$ cat src/hdl/srp_pkg.sv
`default_nettype none
// ----------------------------------------------------------------------------
// srp_pkg: shared types and codes for the skyline rectangle packer
// Status codes, register indexes and the sequencer state type.
// ----------------------------------------------------------------------------
package srp_pkg;

   localparam int unsigned DIM_W   = 13;
   localparam int unsigned MAX_DIM = 4096;

   typedef logic [DIM_W-1:0] dim_type;

   typedef enum logic [1:0] {
      ST_OK   = 2'd0,
      ST_NOFIT = 2'd1,
      ST_FULL = 2'd2
   } status_type;

   localparam logic REG_WIDTH  = 1'b0;
   localparam logic REG_HEIGHT = 1'b1;

   localparam logic REQ_CLEAR = 1'b0;
   localparam logic REQ_PLACE = 1'b1;

   typedef enum logic [3:0] {
      S_IDLE,
      S_SCAN_RD,
      S_SCAN,
      S_EVAL,
      S_LAST_RD,
      S_SPL_RD,
      S_SPL,
      S_COPY_RD,
      S_COPY,
      S_DONE,
      S_INIT
   } state_type;

endpackage
`default_nettype wire

$ cat src/hdl/skyline_rect_packer_core.sv
`default_nettype none
// ----------------------------------------------------------------------------
// skyline_rect_packer_core: skyline bottom-left rectangle packer
// Keeps the skyline in a point memory, scans it for the lowest base and
// splices the placed rectangle into a second list, then copies it back.
// ----------------------------------------------------------------------------
// The scan walks the skyline with one point read per cycle; the block takes
// one request at a time.
// Reset (synchronous): the width and height registers go to MAX_DIM; busy
// stays high after reset while the empty skyline is written. Receiver cannot stall.
module skyline_rect_packer_core #(
   parameter int unsigned MAX_POINTS = 64
) (
   input  wire  logic                   clock,
   input  wire  logic                   reset,
   input  wire  logic                   start,
   output logic                         busy,
   input  wire  logic                   req_type,
   input  wire  srp_pkg::dim_type       req_width,
   input  wire  srp_pkg::dim_type       req_height,
   output logic                         rsp_strobe,
   output srp_pkg::status_type          rsp_status,
   output srp_pkg::dim_type             rsp_pos_x,
   output srp_pkg::dim_type             rsp_pos_y,
   input  wire  logic                   csr_write,
   input  wire  logic                   csr_index,
   input  wire  srp_pkg::dim_type       csr_data
);
   import srp_pkg::*;

   localparam int unsigned AW = $clog2(MAX_POINTS);
   localparam int unsigned CW = $clog2(MAX_POINTS + 3);
   localparam int unsigned SW = DIM_W + 1;
   localparam logic [CW-1:0] CAP = CW'(MAX_POINTS);

   // point memories: live skyline and scratch list
   logic [2*DIM_W-1:0] pt_mem [MAX_POINTS];
   logic [2*DIM_W-1:0] nx_mem [MAX_POINTS];
   logic [2*DIM_W-1:0] pt_rd_ff, nx_rd_ff;
   logic [AW-1:0]      pt_ra, nx_ra, pt_wa, nx_wa;
   logic               pt_we, nx_we;
   logic [2*DIM_W-1:0] pt_wd, nx_wd;

   always_ff @(posedge clock) begin
      if (pt_we) pt_mem[pt_wa] <= pt_wd;
      pt_rd_ff <= pt_mem[pt_ra];
   end
   always_ff @(posedge clock) begin
      if (nx_we) nx_mem[nx_wa] <= nx_wd;
      nx_rd_ff <= nx_mem[nx_ra];
   end

   dim_type rd_x, rd_y;
   assign rd_x = pt_rd_ff[2*DIM_W-1:DIM_W];
   assign rd_y = pt_rd_ff[DIM_W-1:0];

   // registers
   state_type  state_ff, state_in;
   dim_type    aw_ff, ah_ff, w_ff, h_ff;
   logic [CW-1:0] n_ff, n_in;
   logic [CW-1:0] i_ff, i_in, j_ff, j_in, best_ff, best_in, nc_ff, nc_in;
   logic [CW-1:0] last_ff, last_in;
   dim_type    right_ff, right_in, base_ff, base_in, ix_ff, ix_in;
   dim_type    miny_ff, miny_in, rx_ff, rx_in, prevy_ff, prevy_in;
   dim_type    lx_ff, lx_in, ly_ff, ly_in;
   logic       found_ff, found_in, ph_ff, ph_in;
   status_type st_ff, st_in;
   logic       strobe_ff, strobe_in;
   dim_type    ox_ff, ox_in, oy_ff, oy_in;

   // saturated register write value
   dim_type csr_sat;
   always_comb begin
      if ({19'd0, csr_data} > MAX_DIM) csr_sat = DIM_W'(MAX_DIM);
      else csr_sat = csr_data;
   end

   always_ff @(posedge clock) begin
      if (reset) begin
         aw_ff <= DIM_W'(MAX_DIM);
         ah_ff <= DIM_W'(MAX_DIM);
      end else if (csr_write) begin
         if (csr_index == REG_WIDTH) aw_ff <= csr_sat;
         else aw_ff <= aw_ff;
         if (csr_index == REG_HEIGHT) ah_ff <= csr_sat;
      end
   end

   // scratch push with merge against the previous kept height
   logic          push_v;
   dim_type       push_x, push_y;
   logic          push_ok;

   logic [SW-1:0] sum_right, sum_top;
   assign sum_right = {1'b0, rd_x} + {1'b0, w_ff};
   assign sum_top   = {1'b0, base_ff} + {1'b0, h_ff};

   // next state and datapath
   always_comb begin
      state_in = state_ff;
      n_in = n_ff; i_in = i_ff; j_in = j_ff; best_in = best_ff; nc_in = nc_ff;
      last_in = last_ff; right_in = right_ff; base_in = base_ff; ix_in = ix_ff;
      miny_in = miny_ff; rx_in = rx_ff; prevy_in = prevy_ff; found_in = found_ff;
      lx_in = lx_ff; ly_in = ly_ff; ph_in = ph_ff;
      st_in = st_ff; ox_in = ox_ff; oy_in = oy_ff; strobe_in = 1'b0;
      pt_ra = '0; nx_ra = '0; pt_we = 1'b0; nx_we = 1'b0;
      pt_wa = '0; nx_wa = '0; pt_wd = '0; nx_wd = '0;
      push_v = 1'b0; push_x = '0; push_y = '0;
      case (state_ff)
         S_INIT: begin
            // empty skyline after reset, no result
            pt_we = 1'b1; pt_wa = '0; pt_wd = '0;
            nx_we = 1'b1; nx_wa = AW'(1); nx_wd = {aw_ff, {DIM_W{1'b0}}};
            n_in = CW'(2); i_in = CW'(1); nc_in = CW'(2); ph_in = 1'b0;
            state_in = S_COPY_RD;
         end
         S_IDLE: begin
            if (start) begin
               if (req_type == REQ_CLEAR) begin
                  pt_we = 1'b1; pt_wa = '0; pt_wd = '0;
                  nx_we = 1'b1; nx_wa = AW'(1); nx_wd = {aw_ff, {DIM_W{1'b0}}};
                  // entry 1 via copy of scratch: written to the scratch list above
                  n_in = CW'(2);
                  st_in = ST_OK; ox_in = '0; oy_in = '0;
                  i_in = CW'(1); nc_in = CW'(2); ph_in = 1'b1;
                  state_in = S_COPY_RD;
               end else begin
                  i_in = '0; found_in = 1'b0; miny_in = ah_ff; best_in = '0;
                  state_in = S_SCAN_RD;
               end
            end
         end
         S_SCAN_RD: begin
            if (i_ff + CW'(1) >= n_ff) state_in = S_EVAL;
            else begin
               pt_ra = AW'(i_ff); j_in = i_ff + CW'(1); ph_in = 1'b0;
               state_in = S_SCAN;
            end
         end
         S_SCAN: begin
            // ph 0: start point data; then span points
            if (!ph_ff) begin
               if (sum_right > {1'b0, aw_ff}) state_in = S_EVAL;
               else begin
                  right_in = sum_right[DIM_W-1:0]; base_in = rd_y; ix_in = rd_x;
                  ph_in = 1'b1;
                  if (j_ff < n_ff) pt_ra = AW'(j_ff);
                  else state_in = S_LAST_RD;
               end
            end else begin
               if (rd_x >= right_ff) state_in = S_LAST_RD;
               else begin
                  if (rd_y > base_ff) base_in = rd_y;
                  j_in = j_ff + CW'(1);
                  if (j_ff + CW'(1) < n_ff) pt_ra = AW'(j_ff + CW'(1));
                  else state_in = S_LAST_RD;
               end
            end
         end
         S_LAST_RD: begin
            // base for position i is final
            if (sum_top > {1'b0, ah_ff}) state_in = S_EVAL;
            else begin
               if (base_ff < miny_ff) begin
                  best_in = i_ff; miny_in = base_ff; found_in = 1'b1;
                  rx_in = ix_ff;
               end
               i_in = i_ff + CW'(1);
               state_in = S_SCAN_RD;
            end
         end
         S_EVAL: begin
            if (!found_ff) begin
               st_in = ST_NOFIT; ox_in = '0; oy_in = '0; state_in = S_DONE;
            end else begin
               j_in = '0; nc_in = '0; ph_in = 1'b0; last_in = best_ff;
               right_in = rx_ff + w_ff;
               pt_ra = '0; state_in = S_SPL;
            end
         end
         S_SPL_RD: begin
            pt_ra = AW'(j_ff); state_in = S_SPL;
         end
         S_SPL: begin
            // splice: j walks the old list, rd holds point j
            if (j_ff + CW'(1) >= n_ff) begin
               // last point: kept without merge
               if (ph_ff == 1'b0) begin
                  push_v = 1'b1; push_x = rx_ff; push_y = miny_ff + h_ff;
                  ph_in = 1'b1; state_in = S_SPL;
                  pt_ra = AW'(j_ff);
               end else if (lx_ff != right_ff || ly_ff != miny_ff ||
                            last_ff != CW'(MAX_POINTS + 2)) begin
                  push_v = 1'b1; push_x = right_ff; push_y = miny_ff;
                  last_in = CW'(MAX_POINTS + 2); lx_in = right_ff; ly_in = miny_ff;
                  pt_ra = AW'(j_ff);
               end else begin
                  if (nc_ff >= CAP) begin
                     st_in = ST_FULL; ox_in = '0; oy_in = '0; state_in = S_DONE;
                  end else begin
                     nx_we = 1'b1; nx_wa = AW'(nc_ff); nx_wd = pt_rd_ff;
                     n_in = nc_ff + CW'(1); nc_in = nc_ff + CW'(1);
                     st_in = ST_OK; ox_in = rx_ff; oy_in = miny_ff;
                     i_in = '0; state_in = S_COPY_RD;
                  end
               end
            end else if (j_ff < best_ff) begin
               push_v = 1'b1; push_x = rd_x; push_y = rd_y;
               j_in = j_ff + CW'(1); state_in = S_SPL_RD;
            end else if (ph_ff == 1'b0) begin
               push_v = 1'b1; push_x = rx_ff; push_y = miny_ff + h_ff;
               ph_in = 1'b1; pt_ra = AW'(j_ff);
            end else if (last_ff != CW'(MAX_POINTS + 2)) begin
               // skip covered points, then push the right end point
               if (rd_x < right_ff && j_ff != best_ff) begin
                  j_in = j_ff + CW'(1); state_in = S_SPL_RD;
               end else if (j_ff == best_ff) begin
                  j_in = j_ff + CW'(1); state_in = S_SPL_RD;
               end else begin
                  push_v = 1'b1; push_x = right_ff; push_y = miny_ff;
                  last_in = CW'(MAX_POINTS + 2); lx_in = right_ff; ly_in = miny_ff;
                  pt_ra = AW'(j_ff);
               end
            end else begin
               push_v = 1'b1; push_x = rd_x; push_y = rd_y;
               j_in = j_ff + CW'(1); state_in = S_SPL_RD;
            end
         end
         S_COPY_RD: begin
            // the init pass after reset ends without a result
            if (i_ff >= nc_ff) state_in = ph_ff ? S_DONE : S_IDLE;
            else begin
               nx_ra = AW'(i_ff); state_in = S_COPY;
            end
         end
         S_COPY: begin
            pt_we = 1'b1; pt_wa = AW'(i_ff); pt_wd = nx_rd_ff;
            i_in = i_ff + CW'(1); state_in = S_COPY_RD;
         end
         S_DONE: begin
            strobe_in = 1'b1; state_in = S_IDLE;
         end
         default: state_in = S_IDLE;
      endcase
      push_ok = push_v && !(nc_ff != '0 && prevy_ff == push_y)
                && (nc_ff < CW'(MAX_POINTS));
      if (push_ok) begin
         nx_we = 1'b1; nx_wa = AW'(nc_ff); nx_wd = {push_x, push_y};
         nc_in = nc_ff + CW'(1); prevy_in = push_y;
      end else if (push_v && nc_ff >= CW'(MAX_POINTS) &&
                   !(nc_ff != '0 && prevy_ff == push_y)) begin
         nc_in = CAP;
      end
   end

   always_ff @(posedge clock) begin
      if (reset) begin
         state_ff <= S_INIT; strobe_ff <= 1'b0; n_ff <= CW'(2);
      end else begin
         state_ff <= state_in; strobe_ff <= strobe_in; n_ff <= n_in;
      end
   end

   always_ff @(posedge clock) begin
      i_ff <= i_in; j_ff <= j_in; best_ff <= best_in; nc_ff <= nc_in;
      last_ff <= last_in; right_ff <= right_in; base_ff <= base_in; ix_ff <= ix_in;
      miny_ff <= miny_in; rx_ff <= rx_in; prevy_ff <= prevy_in;
      found_ff <= found_in; ph_ff <= ph_in; lx_ff <= lx_in; ly_ff <= ly_in;
      st_ff <= st_in; ox_ff <= ox_in; oy_ff <= oy_in;
      if (state_ff == S_IDLE && start) begin
         w_ff <= req_width; h_ff <= req_height;
      end
   end

   assign busy       = (state_ff != S_IDLE) || reset;
   assign rsp_strobe = strobe_ff;
   assign rsp_status = st_ff;
   assign rsp_pos_x  = ox_ff;
   assign rsp_pos_y  = oy_ff;

   // checks
   a_cnt_min: assert property (@(posedge clock) disable iff (reset)
      n_ff >= CW'(2)) else $error("point count below two");
   a_strobe_one: assert property (@(posedge clock) disable iff (reset)
      rsp_strobe |=> !rsp_strobe) else $error("strobe longer than one cycle");
   a_pos_zero: assert property (@(posedge clock) disable iff (reset)
      rsp_strobe && rsp_status != ST_OK |-> rsp_pos_x == '0 && rsp_pos_y == '0)
      else $error("position set on a refused request");
endmodule
`default_nettype wire

$ cat config.mk
export PLATFORM = sky130hd
export DESIGN_NAME = skyline_rect_packer_core
export DESIGN_NICKNAME = d
export VERILOG_FILES = /design/src/hdl/srp_pkg.sv /design/src/hdl/skyline_rect_packer_core.sv
export SDC_FILE = /design/constraint.sdc
export NUM_CORES = 2
export LEC_CHECK = 0
export ABC_AREA = 1
export BUFFER_PORTS_ARGS = -buffer_cell sky130_fd_sc_hd__buf_2
export CAP_MARGIN = 20
export CORE_MARGIN = 3
export CORE_UTILIZATION = 57
export DETAILED_ROUTE_END_ITERATION = 8
export GPL_ROUTABILITY_DRIVEN = 0
export PLACE_DENSITY = 0.72
export RECOVER_POWER = 100
export SYNTH_ARGS = -nofsm -noshare
export SYNTH_HDL_FRONTEND = slang
export SYNTH_SLANG_ARGS = --single-unit
export TNS_END_PERCENT = 20
$ cat constraint.sdc
create_clock -name clock -period 6.6 [get_ports clock]
set_clock_uncertainty 0.2 [all_clocks]
set_input_delay 1.98 -clock clock [delete_from_list [all_inputs] [get_ports clock]]
set_output_delay 1.98 -clock clock [all_outputs]
set_load 0.02 [all_outputs]
* Word level (Yosys, flattened, before mapping)
Memory sizes are Yosys's and may differ from the RTL's. A register that Yosys moved wholly into a read port is not among the register bits.
Index checks and enable logic that the tools add are counted.
** Storage, ports and cells
- Memories kept :: 2
- Memory bits (writable) :: 3328
- Bits in registers :: 233
- Output and inout bits :: 30
- Word-level logic and storage cells :: 363
- Input port bits :: 45
** Memories
- nx_mem :: words 64, bits a word 26, read ports 1, clocked after Yosys merged registers in 1, wr ports 1, RTL line skyline_rect_packer_core.sv:38 : logic [2*DIM_W-1:0] nx_mem [MAX_POINTS];
- pt_mem :: words 64, bits a word 26, read ports 1, clocked after Yosys merged registers in 1, wr ports 1, RTL line skyline_rect_packer_core.sv:37 : logic [2*DIM_W-1:0] pt_mem [MAX_POINTS];
** Operators by class
- Bitwise logic cells :: 4
- Order comparisons :: 15
- Multiplexer cells :: 207
- Equality and inequality tests :: 61
- Add/sub/neg operators :: 7
- Reductions and logical operators :: 42
** Operators by type and width (count)
- $mux 13 :: 57
- $mux 7 :: 37
- $mux 26 :: 8
- $mux 6 :: 22
- $pmux 13 s3 :: 2
- $pmux 26 s3 :: 1
- $mux 4 :: 18
- $pmux 7 s4 :: 2
- $pmux 13 s2 :: 2
- $ne 2x2->1 const B :: 23
- $ne 4x4->1 const B :: 11
- $mux 1 :: 37
- $pmux 4 s9 :: 1
- $pmux 7 s5 :: 1
- $add 13x13->14 :: 2
- $gt 14x13->1 :: 2
- $pmux 7 s2 :: 2
- $add 13x13->13 :: 2
- $lt 13x13->1 :: 2
- $ne 13x13->1 :: 2
- $pmux 6 s4 :: 1
- $reduce_and 8->1 :: 3
- $add 7x1->7 const B :: 3
- $ge 7x7->1 :: 3
- other kinds (45) :: 92

* Longest topological paths before layout
- Depth in word-level cells :: 16
- Depth in mapped cells :: 35
- Gate-level depth less buffers :: 31

* Least setup slack after synthesis
OpenSTA, ideal clock, no wires.
- Path kind :: input port to flip-flop
- Start point :: input port start
- End point :: memory nx_mem[0][0] in the netlist's numbering (data pin)
- Required time :: 5698 ps
- Arrival time :: 5580 ps
- Cell stages on the path :: 9
- Buffers on the path :: 1
- Library setup time :: 702 ps
- Setup slack :: 118 ps
- Cell sequence :: inv_1 -> o21ai_0 -> inv_1 -> nor3_1 -> inv_1 -> nor3_1 -> inv_1 -> clkbuf_1 -> o21ai_0
** On the way
- Word-level cells in the longest chain between the ends :: 3
** RTL lines
- start: declaration :: RTL line skyline_rect_packer_core.sv:16 : input wire logic start,
- $mux 26 :: RTL line skyline_rect_packer_core.sv:118 : if (start) begin
- $pmux 26 s3 :: RTL line skyline_rect_packer_core.sv:109 : case (state_ff)
- $mux 26 :: RTL line skyline_rect_packer_core.sv:247 : if (push_ok) begin
- via nx_wd[0] :: RTL line skyline_rect_packer_core.sv:42 : logic [2*DIM_W-1:0] pt_wd, nx_wd;
- end: declaration :: RTL line skyline_rect_packer_core.sv:38
The timed path passes the listed nets, and every way through them passes these cells.

* Worst setup path in the final report
- Start point :: register w_ff[0]
- End point :: register pt_rd_ff[1], read port of pt_mem
** On the way
- Word-level cells in the longest chain between the ends :: 5
** RTL lines
- start: declaration :: RTL line skyline_rect_packer_core.sv:59 : dim_type aw_ff, ah_ff, w_ff, h_ff;
- start signal: assignment :: RTL line skyline_rect_packer_core.sv:271 : w_ff <= req_width; h_ff <= req_height;
- $add 13x13->14 :: RTL line skyline_rect_packer_core.sv:95 : assign sum_right = {1'b0, rd_x} + {1'b0, w_ff};
- $gt 14x13->1 :: RTL line skyline_rect_packer_core.sv:143 : if (sum_right > {1'b0, aw_ff}) state_in = S_EVAL;
- $mux 6 :: RTL line skyline_rect_packer_core.sv:143
- $mux 6 :: RTL line skyline_rect_packer_core.sv:142 : if (!ph_ff) begin
- $pmux 6 s4 :: RTL line skyline_rect_packer_core.sv:109
- end: declaration :: RTL line skyline_rect_packer_core.sv:39 : logic [2*DIM_W-1:0] pt_rd_ff, nx_rd_ff;
Every way passes these cells.
A chain may end at the register's enable or synchronous reset.

==> metrics.yaml <==
global_route:
  grt_usage: 0.3182
  grt_pass1_wl_um: 667100
  antenna_found_initial: 14
  grt_pass1_vias: 104792
  grt_max_degree: 165
  gr-total-overflow: 0
placed_design:
  place_hpwl_um: 265700
  portBuffers: 74
  dp_slack_ps: 288.6
pwr:
  p_leak_nw: 62.93
  ir_drop_v: 0.0002869
  powerDensity_mw_per_mm2: 371.4
detailed_routing:
  vias: 107984
  post_drt_wl_per_cell_um: 26.62
  drtIter0Drc: 15821
  ant_nets: 0
  via_per_inst: 6.347
  wl_um: 452900
  first_pass_iters: 9
  drc_errors: 2
cts:
  postCtsHoldBufs: 0
  post-cts-setup-buffer-count: 0
  htree_levels: 5
  clock-root-buffer: "clkbuf_16"
  cts_tree: "built"
  clock_tree.buffer_depth: 4
  cts.sinks: 3613
  cts.clk_slew.worst_paths_ps: 60
  clock_latency_ps: 960
  cts_made_buffers: 359
yosys:
  synthArstFlopShare: 0
  synth_edf_count: 3523
  synth_nets: 13242
  synth.distinct_cells: 61
  syn_inst: 13040
  yosysWarnings: 0
  syn_avg_cell_area_sq_um: 11.91
  ys_seq_elements: 3613
  synthFlopType: "edfxtp_1"
  syn_area_sq_mm: 0.1554
  synth.area.top_cells: "edfxtp_1 (68%), nand3_1 (5.7%), nand2_1 (5.6%)"
  synth_top_area_cell: "edfxtp_1"
  synth_top_area_share: 0.6810
  yosysSeqAreaShare: 0.6926
setup_path:
  reg2reg_from: "w_ff[0]"
  rr_worst_depth: 34
  reg2reg_slack_ps: 230
  critPathMostFrequentCell: "nand2_1"
  worstPathArrival_ps: 7030
  r2r-end: "pt_rd_ff[1]"
  critPathMaxFanout: 40
  critPathKind: "reg -> reg"
  cp-start-kind: "flop"
  end_kind: "flop"
  required_ps: 7260
  cp_slowest_cell: "edfxtp_1"
  slowest_delay_ps: 420
worst_hold_path:
  hold_path.class: "reg -> reg"
  min_from: "ix_ff[4]"
  hold_end: "rx_ff[4]"
  hold_depth: 0
final_layout:
  layout_common_cells: "edfxtp_1 (3523), nand2_1 (2320), nand3_1 (1760)"
  syn_to_final_growth_pct: 11.90
  layout_commonest_cell: "edfxtp_1"
  layout.nets: 13345
  drive_above_1_share: 0.1228
timing:
  final.period_utilization: 0.9647
  fmaxAchievable_mhz: 157.1
  fin_tns_setup_ps: 0
  setup_ws_ps: 232.9
  hold_viol_final: 0
  finalMaxSlewViolations: 1589
  worst_pin_slew_ps: 2913
  final-setup-viol-count: 0
  slew_headroom: -0.9491
  period_needed_ps: 6367
  rsz0062_at_grt: "true"
floorplanning:
  io_pins: 75
  die_area_sq_mm: 0.2788
  core_sq_mm: 0.2710
  rows: 191
  die_w_um: 528.1
  die_h_um: 528.1
  start_util: 0.5733
status:
  run_status: "complete, but fails checks"
  violations: "DRC, capacitance limit, slew limit"
run:
  maxCapViolations: 37
metal layers:
metal  up-vias  GRT usage  part of all wire
li1      47035          -                 -
met1     52461     0.4234              0.36
met2      7137     0.4976              0.46
met3      1349    0.06099              0.12
met4         2     0.1741             0.064
met5         -          0          0.000015
what timing repair did:
action	in CTS	in global routing
endpoints found under the setup margin	0	432
hold endpoints to repair	0	0
resized for setup	0	4
Yosys cell counts, types with 5 or more instances:
master / count
nand2_1: 2325
buf_1: 46
inv_1: 729
o31ai_1: 153
nor3_1: 92
nand2_2: 12
o221ai_1: 20
xnor2_1: 34
inv_2: 15
buf_6: 70
o22ai_1: 12
o311ai_0: 227
buf_8: 5
o211ai_1: 549
nand3_2: 5
buf_2: 244
o32ai_1: 11
ha_1: 153
nor2_1: 1213
or2_2: 336
nand3_1: 1761
nor4_1: 5
o21bai_1: 9
nor2_2: 7
xor2_1: 30
nand4_1: 36
dfxtp_1: 90
clkinv_1: 7
a21boi_0: 48
buf_4: 14
a21oi_1: 131
o21ai_0: 203
a211oi_1: 32
nand3b_1: 368
clkbuf_1: 472
a31oi_1: 7
edfxtp_1: 3523
kinds of logic after synthesis:
logic type                 count (synthesis)  synth area share
AOI/OAI and AO/OA                       1424           0.06554
xor gates and xnor gates                  64          0.003608
adders and majority gates                157           0.01284
buffers and inverters                   1604           0.04492
DFF                                     3613            0.6926
and+or+nand+nor                         6178            0.1805
critical path: cells and delay by family, from the launching register on:
| family | cells | cell delay, ps |
|---|---|---|
| compound gates | 5 | 770 |
| xor+xnor | 1 | 210 |
| fa+ha+maj | 3 | 950 |
| buf+inv | 7 | 1190 |
| flops | 1 | 420 |
| simple gates | 18 | 2460 |
power by group:
part           leakage, nW  internal, W  switching, W
clock network         5.77       0.0118       0.00877
registers             33.4       0.0270      0.000807
logic                 23.8      0.00421        0.0120
total                 62.9       0.0430        0.0216
how the worst max path moves through the flow:
stage	cells past startpoint	slack, ps	endpoint	from
6_report	34	230	pt_rd_ff[1]	w_ff[0]
5_1_grt	28	-20	nx_mem[22][7]	j_ff[0]
4_1_cts	30	250	pt_rd_ff[1]	pt_rd_ff[17]
3_5_place_dp	30	290	pt_rd_ff[1]	pt_rd_ff[17]
3_3_place_gp	30	260	pt_rd_ff[1]	pt_rd_ff[17]
2_1_floorplan	9	120	nx_mem[0][0]	start
final cells by class:
type	instances	area, sq um
fill	19602	97160
multi-input combinational	7823	41760
timing repair buffer	594	5281
clock inverter	180	2038
antenna	6	15.01
inverter	752	2872
sequential	3613	107600
tap	3570	4467
clock buffer	475	9809
metrics by stage:
stage	std cells	hold slack [ps]	instance area, sq um	power, W	util
after floorplan	13040	200.3	155400	0.03678	-
after global placement	16346	201.3	162100	0.04358	0.5982
after detailed placement	16350	209.7	162200	0.04394	0.5985
after CTS	17005	222.1	174000	0.06422	0.6422
after global routing	17008	227.0	173800	0.06656	0.6414
final	17013	219.9	173800	0.06457	0.6415
sequential cells by signal, indices dropped and copies added, names as in the netlist, 13 cells and up:
signal / cells
nx_mem: 1664
pt_mem: 1664
nx_rd_ff: 26
pt_rd_ff: 26
ah_ff: 13
aw_ff: 13
base_ff: 13
h_ff: 13
ix_ff: 13
lx_ff: 13
ly_ff: 13
miny_ff: 13
prevy_ff: 13
right_ff: 13
rsp_pos_x: 13
rsp_pos_y: 13
rx_ff: 13
w_ff: 13
No activity file was read; power rests on OpenSTA's default activity.
